$ cat config.mk
export PLATFORM = sky130hd
export DESIGN_NAME = stream_flash_page_programmer
export DESIGN_NICKNAME = d
export VERILOG_FILES = /design/src/hdl/sfpp_pkg.sv /design/src/hdl/sfpp_core.sv /design/src/hdl/sfpp_result_queue.sv /design/src/hdl/stream_flash_page_programmer.sv
export SDC_FILE = /design/constraint.sdc
export NUM_CORES = 1
export LEC_CHECK = 0
export ABC_AREA = 1
export BUFFER_PORTS_ARGS = -buffer_cell sky130_fd_sc_hd__buf_2
export CAP_MARGIN = 25
export CORE_ASPECT_RATIO = 1.4
export CORE_MARGIN = 1
export CORE_UTILIZATION = 60
export CTS_CLUSTER_SIZE = 14
export DETAILED_ROUTE_END_ITERATION = 6
export PLACE_DENSITY = 0.84
export SYNTH_ARGS = -nofsm -noshare
export SYNTH_HDL_FRONTEND = slang
export SYNTH_SLANG_ARGS = --single-unit
$ cat constraint.sdc
create_clock -name clk -period 12.53 [get_ports clk]
set_input_delay 1.253 -clock clk [delete_from_list [all_inputs] [get_ports clk]]
set_output_delay 1.253 -clock clk [all_outputs]
set_load 0.01 [all_outputs]
$ cat src/hdl/sfpp_pkg.sv
// Package with the shared types, constants and the CRC function of the flash page programmer.
`timescale 1ns / 1ps

package sfpp_pkg;

	// Geometry of the flash region and of the file registers.
	localparam int ADDR_W       = 23;
	localparam int SIZE_W       = 24;
	localparam int PAGE_BYTES   = 256;
	localparam int SECTOR_BYTES = 4096;
	localparam int REGION_END   = 8388608;
	localparam int PAGE_SHIFT   = $clog2(PAGE_BYTES);
	localparam int SECT_SHIFT   = $clog2(SECTOR_BYTES);
	localparam int SECT_W       = ADDR_W - SECT_SHIFT;
	localparam int SUM_W        = SIZE_W + 1;
	localparam int CFG_W        = SIZE_W;

	// Result queue geometry: one word can cause up to three results.
	localparam int MAX_RES  = 3;
	localparam int QDEPTH   = 4;
	localparam int QPTR_W   = 2;
	localparam int QCNT_W   = 3;

	localparam logic [15:0] CRC_INIT = 16'hFFFF;
	localparam logic [15:0] CRC_POLY = 16'h1021;

	// Input request codes.
	localparam logic REQ_BEGIN = 1'b0;
	localparam logic REQ_DATA  = 1'b1;

	// Configuration register indexes.
	localparam logic REG_START_ADDRESS = 1'b0;
	localparam logic REG_FILE_SIZE     = 1'b1;

	typedef enum logic [2:0] {
		K_ERASE        = 3'd0,
		K_PROGRAM      = 3'd1,
		K_COMPLETE     = 3'd2,
		K_BYTE_REJECT  = 3'd3,
		K_START_OK     = 3'd4,
		K_START_REJECT = 3'd5
	} kind_t;

	typedef enum logic [1:0] {
		PH_IDLE = 2'd0,
		PH_RECV = 2'd1
	} phase_t;

	// One result word.
	typedef struct packed {
		kind_t              kind;
		logic [ADDR_W-1:0]  addr;
		logic [7:0]         pbyte;
		logic               pend;
		logic [15:0]        crc;
		logic               last;
	} result_t;

	// Results produced by one accepted input word, in order.
	typedef struct packed {
		logic [1:0]                 cnt;
		result_t [MAX_RES-1:0]      res;
	} push_t;

	// CRC-16/CCITT over one byte, MSB first.
	function automatic logic [15:0] crc_byte(input logic [15:0] crc_in, input logic [7:0] b);
		logic [15:0] c;
		c = crc_in ^ {b, 8'h00};
		for (int i = 0; i < 8; i++) begin
			if (c[15]) begin
				c = {c[14:0], 1'b0} ^ CRC_POLY;
			end else begin
				c = {c[14:0], 1'b0};
			end
		end
		return c;
	endfunction

endpackage

$ cat src/hdl/sfpp_core.sv
// Command logic of the flash page programmer: registers, file state and result generation.
`timescale 1ns / 1ps

module sfpp_core (
	input  logic                        clk,
	input  logic                        arst_n,
	input  logic                        cfg_we,
	input  logic                        cfg_index,
	input  logic [sfpp_pkg::CFG_W-1:0]  cfg_data,
	input  logic                        accept,
	input  logic                        req_type,
	input  logic [7:0]                  data_byte,
	output sfpp_pkg::push_t             push
);

	logic [sfpp_pkg::ADDR_W-1:0] start_address_q;
	logic [sfpp_pkg::SIZE_W-1:0] file_size_q;
	sfpp_pkg::phase_t            phase_q;
	logic [sfpp_pkg::SIZE_W-1:0] bytes_done_q;
	logic [sfpp_pkg::SECT_W-1:0] erased_sector_q;
	logic                        erased_valid_q;
	logic [15:0]                 crc_q;

	sfpp_pkg::phase_t            phase_d;
	logic [sfpp_pkg::SIZE_W-1:0] bytes_done_d;
	logic [sfpp_pkg::SECT_W-1:0] erased_sector_d;
	logic                        erased_valid_d;
	logic [15:0]                 crc_d;

	logic [sfpp_pkg::SUM_W-1:0]  end_sum;
	logic [sfpp_pkg::ADDR_W-1:0] addr;
	logic [sfpp_pkg::SECT_W-1:0] sector;
	logic [sfpp_pkg::SIZE_W-1:0] bytes_next;
	logic [15:0]                 crc_next;
	logic                        is_last;
	logic                        need_erase;
	logic                        page_close;
	sfpp_pkg::result_t           r_erase;
	sfpp_pkg::result_t           r_prog;
	sfpp_pkg::result_t           r_done;
	sfpp_pkg::result_t           r_single;

	// Configuration registers.
	always_ff @(posedge clk or negedge arst_n) begin
		if (!arst_n) begin
			start_address_q <= '0;
			file_size_q     <= '0;
		end else if (cfg_we) begin
			case (cfg_index)
				sfpp_pkg::REG_START_ADDRESS: start_address_q <= cfg_data[sfpp_pkg::ADDR_W-1:0];
				sfpp_pkg::REG_FILE_SIZE:     file_size_q     <= cfg_data;
				default: ;
			endcase
		end
	end

	// Address, sector, CRC and end-of-file terms for a data word.
	always_comb begin
		end_sum    = {2'b00, start_address_q} + {1'b0, file_size_q};
		addr       = start_address_q + bytes_done_q[sfpp_pkg::ADDR_W-1:0];
		sector     = addr[sfpp_pkg::ADDR_W-1:sfpp_pkg::SECT_SHIFT];
		bytes_next = bytes_done_q + sfpp_pkg::SIZE_W'(1);
		crc_next   = sfpp_pkg::crc_byte(crc_q, data_byte);
		is_last    = (bytes_next == file_size_q);
		need_erase = !erased_valid_q || (sector != erased_sector_q);
		page_close = (&addr[sfpp_pkg::PAGE_SHIFT-1:0]) || is_last;
	end

	// Result words and next state for the accepted word.
	always_comb begin
		r_erase       = '0;
		r_erase.kind  = sfpp_pkg::K_ERASE;
		r_erase.addr  = {sector, {sfpp_pkg::SECT_SHIFT{1'b0}}};

		r_prog        = '0;
		r_prog.kind   = sfpp_pkg::K_PROGRAM;
		r_prog.addr   = addr;
		r_prog.pbyte  = data_byte;
		r_prog.pend   = page_close;
		r_prog.crc    = crc_next;
		r_prog.last   = !is_last;

		r_done        = '0;
		r_done.kind   = sfpp_pkg::K_COMPLETE;
		r_done.crc    = crc_next;
		r_done.last   = 1'b1;

		r_single      = '0;
		r_single.last = 1'b1;

		phase_d         = phase_q;
		bytes_done_d    = bytes_done_q;
		erased_sector_d = erased_sector_q;
		erased_valid_d  = erased_valid_q;
		crc_d           = crc_q;

		push     = '0;
		push.cnt = 2'd0;

		if (accept) begin
			case (req_type)
				sfpp_pkg::REQ_BEGIN: begin
					if (phase_q != sfpp_pkg::PH_IDLE || file_size_q == '0 ||
					    end_sum > sfpp_pkg::SUM_W'(sfpp_pkg::REGION_END)) begin
						r_single.kind = sfpp_pkg::K_START_REJECT;
					end else begin
						r_single.kind   = sfpp_pkg::K_START_OK;
						r_single.addr   = start_address_q;
						r_single.crc    = sfpp_pkg::CRC_INIT;
						phase_d         = sfpp_pkg::PH_RECV;
						bytes_done_d    = '0;
						erased_sector_d = '0;
						erased_valid_d  = 1'b0;
						crc_d           = sfpp_pkg::CRC_INIT;
					end
					push.cnt    = 2'd1;
					push.res[0] = r_single;
				end
				default: begin
					if (phase_q != sfpp_pkg::PH_RECV || bytes_done_q >= file_size_q) begin
						r_single.kind = sfpp_pkg::K_BYTE_REJECT;
						push.cnt      = 2'd1;
						push.res[0]   = r_single;
					end else begin
						bytes_done_d = bytes_next;
						crc_d        = crc_next;
						if (need_erase) begin
							erased_sector_d = sector;
							erased_valid_d  = 1'b1;
						end
						if (is_last) begin
							phase_d = sfpp_pkg::PH_IDLE;
						end
						// Pack erase, program and completion words in order.
						if (need_erase) begin
							push.res[0] = r_erase;
							push.res[1] = r_prog;
							push.res[2] = r_done;
							push.cnt    = is_last ? 2'd3 : 2'd2;
						end else begin
							push.res[0] = r_prog;
							push.res[1] = r_done;
							push.cnt    = is_last ? 2'd2 : 2'd1;
						end
					end
				end
			endcase
		end
	end

	// File state registers.
	always_ff @(posedge clk or negedge arst_n) begin
		if (!arst_n) begin
			phase_q         <= sfpp_pkg::PH_IDLE;
			bytes_done_q    <= '0;
			erased_sector_q <= '0;
			erased_valid_q  <= 1'b0;
			crc_q           <= sfpp_pkg::CRC_INIT;
		end else begin
			phase_q         <= phase_d;
			bytes_done_q    <= bytes_done_d;
			erased_sector_q <= erased_sector_d;
			erased_valid_q  <= erased_valid_d;
			crc_q           <= crc_d;
		end
	end

endmodule

$ cat src/hdl/sfpp_result_queue.sv
// Page programmer result queue: takes up to three words at once, gives one a cycle if out_ready.
`timescale 1ns / 1ps

module sfpp_result_queue (
	input  logic               clk,
	input  logic               arst_n,
	input  sfpp_pkg::push_t    push,
	output logic               space,
	output logic               out_valid,
	input  logic               out_ready,
	output sfpp_pkg::result_t  out_res
);

	sfpp_pkg::result_t              entry_q [sfpp_pkg::QDEPTH];
	logic [sfpp_pkg::QPTR_W-1:0]    wr_ptr_q;
	logic [sfpp_pkg::QPTR_W-1:0]    rd_ptr_q;
	logic [sfpp_pkg::QCNT_W-1:0]    count_q;
	logic                           pop;

	// Room for a full group of results is kept before a word is taken.
	assign space     = (count_q <= sfpp_pkg::QCNT_W'(sfpp_pkg::QDEPTH - sfpp_pkg::MAX_RES));
	assign out_valid = (count_q != '0);
	assign pop       = out_valid && out_ready;
	assign out_res   = entry_q[rd_ptr_q];

	// Entry storage.
	always_ff @(posedge clk) begin
		for (int i = 0; i < sfpp_pkg::MAX_RES; i++) begin
			if (2'(i) < push.cnt) begin
				entry_q[wr_ptr_q + sfpp_pkg::QPTR_W'(i)] <= push.res[i];
			end
		end
	end

	// Pointers and fill count.
	always_ff @(posedge clk or negedge arst_n) begin
		if (!arst_n) begin
			wr_ptr_q <= '0;
			rd_ptr_q <= '0;
			count_q  <= '0;
		end else begin
			wr_ptr_q <= wr_ptr_q + sfpp_pkg::QPTR_W'(push.cnt);
			if (pop) begin
				rd_ptr_q <= rd_ptr_q + sfpp_pkg::QPTR_W'(1);
			end
			count_q <= count_q + sfpp_pkg::QCNT_W'(push.cnt) - sfpp_pkg::QCNT_W'(pop);
		end
	end

endmodule

$ cat src/hdl/stream_flash_page_programmer.sv
// Top level of the stream-to-serial-flash page programmer.
// Result words are registered in the result queue before they are offered.
// Throughput: one input word per cycle while each causes one result and out_ready is high;
// the result port gives one word per cycle, so a word with an erase or completion slows the input.
// A four-entry result queue sets this figure: input is taken while three entries are free.
// Reset (arst_n low, asynchronous): idle, registers zero, CRC 0xFFFF, queue empty.
`timescale 1ns / 1ps

module stream_flash_page_programmer (
	input  logic                        clk,
	input  logic                        arst_n,
	input  logic                        cfg_we,
	input  logic                        cfg_index,
	input  logic [sfpp_pkg::CFG_W-1:0]  cfg_data,
	input  logic                        in_valid,
	output logic                        in_ready,
	input  logic                        req_type,
	input  logic [7:0]                  data_byte,
	output logic                        out_valid,
	input  logic                        out_ready,
	output logic [2:0]                  result_kind,
	output logic [sfpp_pkg::ADDR_W-1:0] flash_address,
	output logic [7:0]                  program_byte,
	output logic                        page_end,
	output logic [15:0]                 crc_value,
	output logic                        last
);

	sfpp_pkg::push_t   push;
	sfpp_pkg::result_t out_res;
	logic              space;
	logic              accept;

	// Input word handshake.
	assign in_ready = space;
	assign accept   = in_valid && space;

	sfpp_core u_core (
		.clk       (clk),
		.arst_n    (arst_n),
		.cfg_we    (cfg_we),
		.cfg_index (cfg_index),
		.cfg_data  (cfg_data),
		.accept    (accept),
		.req_type  (req_type),
		.data_byte (data_byte),
		.push      (push)
	);

	sfpp_result_queue u_queue (
		.clk       (clk),
		.arst_n    (arst_n),
		.push      (push),
		.space     (space),
		.out_valid (out_valid),
		.out_ready (out_ready),
		.out_res   (out_res)
	);

	// Result word fields.
	assign result_kind   = out_res.kind;
	assign flash_address = out_res.addr;
	assign program_byte  = out_res.pbyte;
	assign page_end      = out_res.pend;
	assign crc_value     = out_res.crc;
	assign last          = out_res.last;

endmodule
==> results of run 1 <==
## cells by family after synthesis
logic type               Yosys count  synth area share
AND/OR/NAND/NOR                 1803             0.364
buffers and inverters            490            0.0909
AO/OA/AOI/OAI                    431             0.111
flip-flops                       315             0.356
adder cells (fa/ha/maj)           79            0.0475
XOR/XNOR                          68            0.0293
## power by group
part / total, W / switching (W) / internal, W
Sequential: 0.00138 / 0.000149 / 0.00123
Combinational: 0.00228 / 0.00163 / 0.000651
Clock: 0.00107 / 0.000447 / 0.000620
## critical path, stage by stage (launching register included)
cell,delay (ps)
dfrtp_1,540
ha_1,250
inv_1,60
fa_1,390
inv_1,120
nand2_1,80
a21oi_1,210
nand2_1,120
nand3_2,110
nand2_1,80
nand3b_1,100
nand2_1,90
nand2_1,80
nand3_1,70
nor2_1,210
nand3_4,780
ha_1,640
nand2_1,150
o21ai_1,280
nand2_2,130
nand2_2,470
inv_2,540
nor3_2,880
inv_1,670
## Yosys cell counts (all sizes together)
master	n
a21boi	1
clkbuf	86
nor3b	2
a31oi	16
nand3b	9
edfxtp	72
or2	10
ha	76
buf	64
o21ai	201
xnor3	2
xnor2	23
nor3	21
nor4	11
dfrtp	91
dfstp	16
o221ai	8
nor2	303
clkinv	5
o211ai	14
o21bai	3
o21a	3
and2	1
nand3	325
fa	3
nand2	1000
a21oi	135
xor2	43
nand4	121
o31ai	1
dfxtp	136
o22ai	49
inv	335
## through the flow
| stage | hold WS [ps] | area [um^2] | instances |
|---|---|---|---|
| global route | 464 | 23100 | 3674 |
| finish | 450 | 23100 | 3674 |
| detailed placement | 434 | 21900 | 3609 |
| CTS | 449 | 23000 | 3671 |
| floorplan | 421 | 21300 | 3186 |
| global placement | 431 | 21800 | 3607 |
## routing by layer
layer / part of all wire / GRT usage / up-vias
met2: 0.47 / 0.721 / 1569
met4: 0.084 / 0.331 / 2
met1: 0.34 / 0.465 / 10515
met5: 0.00017 / 0 / -
met3: 0.10 / 0.0769 / 444
li1: - / - / 10489
## worst min-delay path by stage
stage,endpoint,from,depth (start not counted)
final,u_queue.entry_q[2][22]$_SDFFE_PP0P_,u_queue.entry_q[2][22]$_SDFFE_PP0P_,2
after CTS,u_queue.entry_q[1][18]$_SDFFE_PP0P_,u_queue.entry_q[1][18]$_SDFFE_PP0P_,2
after global routing,u_queue.entry_q[0][25]$_SDFFE_PP0P_,u_queue.entry_q[0][25]$_SDFFE_PP0P_,2
after global placement,u_queue.entry_q[2][21]$_SDFFE_PP0P_,u_queue.entry_q[2][21]$_SDFFE_PP0P_,2
after detailed placement,u_queue.entry_q[1][18]$_SDFFE_PP0P_,u_queue.entry_q[1][18]$_SDFFE_PP0P_,2
after floorplan,u_queue.entry_q[1][17]$_SDFFE_PP0P_,u_queue.entry_q[1][17]$_SDFFE_PP0P_,2
## cells in the final DEF (no fill, tap or decap), drive strengths merged, types with 44 or more instances in the layout
| cell | n |
|---|---|
| nand2 | 1000 |
| inv | 339 |
| nand3 | 325 |
| nor2 | 303 |
| o21ai | 201 |
| dfxtp | 136 |
| a21oi | 135 |
| nand4 | 121 |
| buf | 120 |
| dfrtp | 91 |
| ha | 76 |
| edfxtp | 72 |
| o22ai | 49 |
| clkbuf | 44 |
## layout make-up
cell class	instances	area, um^2
Fill cell	3102	11900
Multi-Input combinational cell	2381	11800
Sequential cell	315	7580
Inverter	340	1280
Clock buffer	44	908
Timing Repair Buffer	120	732
Tap cell	456	571
Clock inverter	18	234
## state kept, by name (all words and copies together), names as in the netlist
| name | cells |
|---|---|
| u_core.phase_q | 1 |
| u_core.bytes_done_q | 24 |
| u_core.file_size_q | 24 |
| u_queue.wr_ptr_q | 2 |
| u_core.erased_valid_q | 1 |
| u_queue.count_q | 3 |
| u_core.start_address_q | 23 |
| u_queue.entry_q | 208 |
| u_core.crc_q | 16 |
| u_core.erased_sector_q | 11 |
| u_queue.rd_ptr_q | 2 |
==> metrics.cfg, run 1 <==
[outcome]
outcome=complete, but fails checks
violations=design-rule violations

[cts]
clk_path_buf_depth=3
htreeDepth=2
insertion_delay_ps=550
cts_buffers=34
holdBufCountCts=0
cts.sinks=315
post_cts_buffers=0
tritoncts=done
clk_pin_slew_worst_paths_ps=60
ctsResizeCount=0
cts-root-buf=clkbuf_16

[sta]
tns_ps=0
grt_setup_unrepaired=no
worstMarginPinSlew_ps=1110
fmax_ghz=0.132
fin_crit_ps=7550
setup_viol=0
finalCritPeriodShare=0.602
relSlewSlack=0.261
timing.final.hold_violations=0
slew_viol_final=0
layout_setup_ws_ps=4980
skew_ps=25.3

[placement]
port_buffers=92
dp_hpwl_mm=52.5
gp_congestion=1.06
pre_cts_slack_ps=5210

[yosys]
syn_area_um2=21300
synthTopCellsByArea=nand2_1, dfxtp_1, dfrtp_1, edfxtp_1, nand3_1
ys_ff_latch=315
synth_cell_types=49
ys_seq_area_frac=0.356
syn_inst=3186
syn_avg_cell_area_um2=6.68
syn_nets=3304
yosysTopAreaCellShare=0.173
yosysTopAreaCell=nand2_1
ys_warn_count=0

[floorplanning]
rows=81
io_pins=93
start_util=0.608
dieArea_um2=36200
core_area_um2=35000
die_h_um=225
die_w_um=161

[final_layout]
fin_nets=3310
area_growth_pct=8.50
final_util=0.660
n_antenna_cell=0
layout-drive-gt1-share=0.0808

[route]
wl_mm=76.9
via_per_inst=6.27
wl_per_cell_um=20.9
antenna_left=0
drc=4
num_vias=23019
drt_iter0_drc=3187
drt_first_pass_iters=7

[worst_setup_path]
endpoint_kind=flip-flop
crit_path_max_fanout=77
crit_end=u_queue.entry_q[1][4]$_DFFE_PP_
ff2ff_path_depth=23
crit_type=reg -> reg
critPathRequiredTime_ps=12650
r2r_slack_ps=4980
arrival_ps=7670
cp-startpoint=u_core.bytes_done_q[0]$_DFFE_PN0P_
startpoint_type=flip-flop
reg2reg_to=u_queue.entry_q[1][4]$_DFFE_PP_
r2r_start=u_core.bytes_done_q[0]$_DFFE_PN0P_

[power]
finalPower_w=0.00473
ir_drop_uv=117
p_leak_nw=11.1
power_density_nw_per_um2=205

[grt]
grt.total_usage=0.423
grt_pass1_wl_mm=119
grt_start_max_net_pins=104
globalRouteOverflowTotal=0
antenna_found_initial=1
first_global_vias=22402

[flow_run]
drv_cap=0

[hold_path]
hp-class=reg -> reg

No activity file was read; power rests on OpenSTA's default activity.
==> run 2, diff against run 1 <==
- ABC_AREA: 1 -> 0
- clock period: 12.53 -> 7.7 ns (I/O delays scaled with it)
==> run 2 against run 1 <==
Net effect:
- the run still ends with design-rule violations left
- setup slack worse by 4400 ps
- critical endpoint is now u_queue.entry_q[3][3]$_DFFE_PP_
- hold slack got worse by 260 ps
- largest cell class unchanged
- utilization is 2.0 points higher
==> metrics.cfg, run 2 <==
[yosys]
ys_ff_latch=315  ; unchanged
ys_seq_area_frac=0.399  ; +0.0430
synth_cell_types=90  ; +84%
synth_top_flop_cell=dfxtp_1
yosysTopAreaCell=dfxtp_1
syn_avg_cell_area_um2=9.80  ; +47%
syn_nets=2055  ; -38%
ys_async_sr_fraction=0.340  ; unchanged
synthTopCellsByArea=dfxtp_1, dfrtp_1, edfxtp_1, mux4_2, ha_1
ys_top_cells_by_count=nand2_1, dfxtp_1, a21oi_1, o21ai_0, nor2_1
yosys.cell_count.top_type=nand2_1
syn_area_um2=19000  ; -11%
synth_enable_flop_cells=72  ; unchanged
yosysTopAreaCellShare=0.143  ; -0.0300
ys_warn_count=0  ; unchanged
syn_inst=1937  ; -39%

[floorplanning]
rows=76  ; -6.2%
start_util=0.614  ; +0.00588
die_w_um=152  ; -5.5%
die_h_um=212  ; -5.5%
dieArea_um2=32400  ; -11%
io_pins=93  ; unchanged
core_area_um2=30900  ; -12%

[final_layout]
area_growth_pct=10.7
largest-register=u_queue.entry_q
final.fill_count=2436  ; -21%
layout-drive-gt1-share=0.186  ; +0.105
layout_common_cells=nand2_1, dfxtp_1, a21oi_1, o21ai_0, nor2_1
largestRegisters=u_queue.entry_q: 208 flops, u_core.bytes_done_q: 24 flops, u_core.file_size_q: 24 flops
final_util=0.680  ; +0.0200
fin_nets=2114  ; -36%
final_common_cell=nand2_1
largest_reg_flops=208  ; unchanged

[worst_setup_path]
endpoint_kind=flip-flop
crit_type=reg -> reg
crit_path_max_fanout=26  ; -66%
r2r_start=u_core.start_address_q[0]$_DFFE_PN0P_
reg2reg_to=u_queue.entry_q[3][3]$_DFFE_PP_
cp_slowest_cell=or3_1
r2r_slack_ps=620  ; -4360 ps
critPathRequiredTime_ps=7940  ; -4710 ps
ff2ff_path_depth=21  ; -8.7%
startpoint_type=flip-flop
path_cells=ha_1, inv_1, fa_1, nor2b_1, o2111ai_1, a21oi_1, o21ai_1, a311oi_1, xor2_1, and4b_1, buf_4, nand2_4, ha_1, and2_1, and3_1, a21boi_1, or3_1, nor2_1, mux2i_2, buf_4, a22oi_1
arrival_ps=7320  ; -350 ps
cpPeakStageDelay_ps=660  ; -220 ps

[grt]
antenna_found_initial=3  ; +2
first_global_vias=17586  ; -21%
grt_start_max_net_pins=73  ; -30%
grt.total_usage=0.411  ; -0.0122
grt_pass1_wl_mm=101  ; -15%
globalRouteOverflowTotal=0  ; unchanged

[flow_run]
drv_cap=0  ; unchanged

[outcome]
outcome=complete, but fails checks
violations=design-rule violations

[power]
ir_drop_uv=204  ; +74%
p_leak_nw=8.41  ; -24%
power_density_nw_per_um2=318  ; +55%

[cts]
post_cts_buffers=0  ; unchanged
insertion_delay_ps=540  ; about the same
clk_pin_slew_worst_paths_ps=70  ; about the same
tritoncts=done
clk_path_buf_depth=3  ; unchanged
cts-root-buf=clkbuf_16
htreeDepth=2  ; unchanged
holdBufCountCts=0  ; unchanged
cts.sinks=315  ; unchanged
ctsResizeCount=0  ; unchanged
cts_buffers=34  ; unchanged

[route]
antenna_left=0  ; unchanged
num_vias=17746  ; -23%
wl_per_cell_um=27.4  ; +31%
drt_first_pass_iters=7  ; unchanged
drt_iter0_drc=2044  ; -36%
drc=14  ; +10
wl_mm=66.1  ; -14%
via_per_inst=7.35  ; +17%

[placement]
pre_cts_slack_ps=913  ; -4300 ps
gp_congestion=1.08  ; +2.3%
port_buffers=92  ; unchanged
dp_hpwl_mm=47.4  ; -9.8%

[sta]
worstMarginPinSlew_ps=1160  ; +50.1 ps
grt_setup_unrepaired=no
fmax_ghz=0.141  ; +6.6%
finalCritPeriodShare=0.919  ; +0.317
layout_setup_ws_ps=621  ; -4360 ps
tns_ps=0  ; unchanged
skew_ps=19.9  ; -5.35 ps
relSlewSlack=0.224  ; -0.0370
setup_viol=0  ; unchanged
fin_crit_ps=7080  ; -468 ps
slew_viol_final=0  ; unchanged
timing.final.hold_violations=0  ; unchanged

[hold_path]
hp-class=in -> async

==> run 2: through the flow <==
| step | hold WS, ps | instance area, um^2 | cells | total power (W) |
|---|---|---|---|---|
| final | 188 | 21000 | 2413 | 0.00668 |
| after global routing | 215 | 21000 | 2412 | 0.00695 |
| after CTS | 201 | 21000 | 2410 | 0.00661 |
| after detailed placement | 442 | 19900 | 2349 | 0.00498 |
| after global placement | 433 | 19900 | 2347 | 0.00490 |
| after floorplan | 420 | 19000 | 1937 | 0.00412 |
==> run 2: cells by family after synthesis <==
group / Yosys count / synth area share
xor gates and xnor gates: 95 / 0.0449
and+or+nand+nor: 496 / 0.127
muxes: 116 / 0.0990
AOI/OAI and AO/OA: 651 / 0.236
buffers and inverters: 185 / 0.0401
adders and majority gates: 79 / 0.0533
DFF: 315 / 0.399
==> run 2: layer usage <==
layer | global-route usage | up-vias | share of wire
li1 | - | 7557 | -
met5 | 0 | - | 0.00024
met1 | 0.451 | 8517 | 0.34
met2 | 0.683 | 1239 | 0.47
met4 | 0.341 | 2 | 0.090
met3 | 0.0970 | 431 | 0.10
==> run 2: how the worst max path moves through the flow <==
stage	slack (ps)	startpoint	endpoint	depth (start not counted)
final	620	u_core.start_address_q[0]$_DFFE_PN0P_	u_queue.entry_q[3][3]$_DFFE_PP_	21
after global routing	280	u_core.start_address_q[0]$_DFFE_PN0P_	u_queue.entry_q[3][1]$_DFFE_PP_	21
after CTS	850	u_core.start_address_q[0]$_DFFE_PN0P_	u_queue.entry_q[3][3]$_DFFE_PP_	21
after detailed placement	910	u_core.start_address_q[0]$_DFFE_PN0P_	u_queue.entry_q[2][15]$_DFFE_PP_	21
after global placement	1220	u_core.start_address_q[0]$_DFFE_PN0P_	u_queue.entry_q[2][11]$_DFFE_PP_	21
after floorplan	2100	u_core.bytes_done_q[0]$_DFFE_PN0P_	u_queue.entry_q[3][0]$_DFFE_PP_	21
==> run 2: layout make-up <==
class                           count  area (um^2)  share of cell area
Antenna cell                        2         5.00            0.000238
Tap cell                          390          488              0.0232
Inverter                           57          214              0.0102
Sequential cell                   315         7580               0.361
Timing Repair Buffer              151          922              0.0439
Multi-Input combinational cell   1437        10700               0.508
Clock inverter                     13          124             0.00589
Clock buffer                       48          995              0.0473
==> run 2: report_power, final <==
group / internal, W / switching (W)
Clock: 0.000943 / 0.000695
Combinational: 0.00105 / 0.00157
Sequential: 0.00209 / 0.000335
==> run 2: worst max-delay path, delay by kind of cell, from the launching register on <==
family          cells  cell delay (ps)
buf+inv             3              520
compound gates      6             2230
xor+xnor            1              230
flops               1              500
mux                 1              190
fa+ha+maj           3             1010
simple gates        7             2080
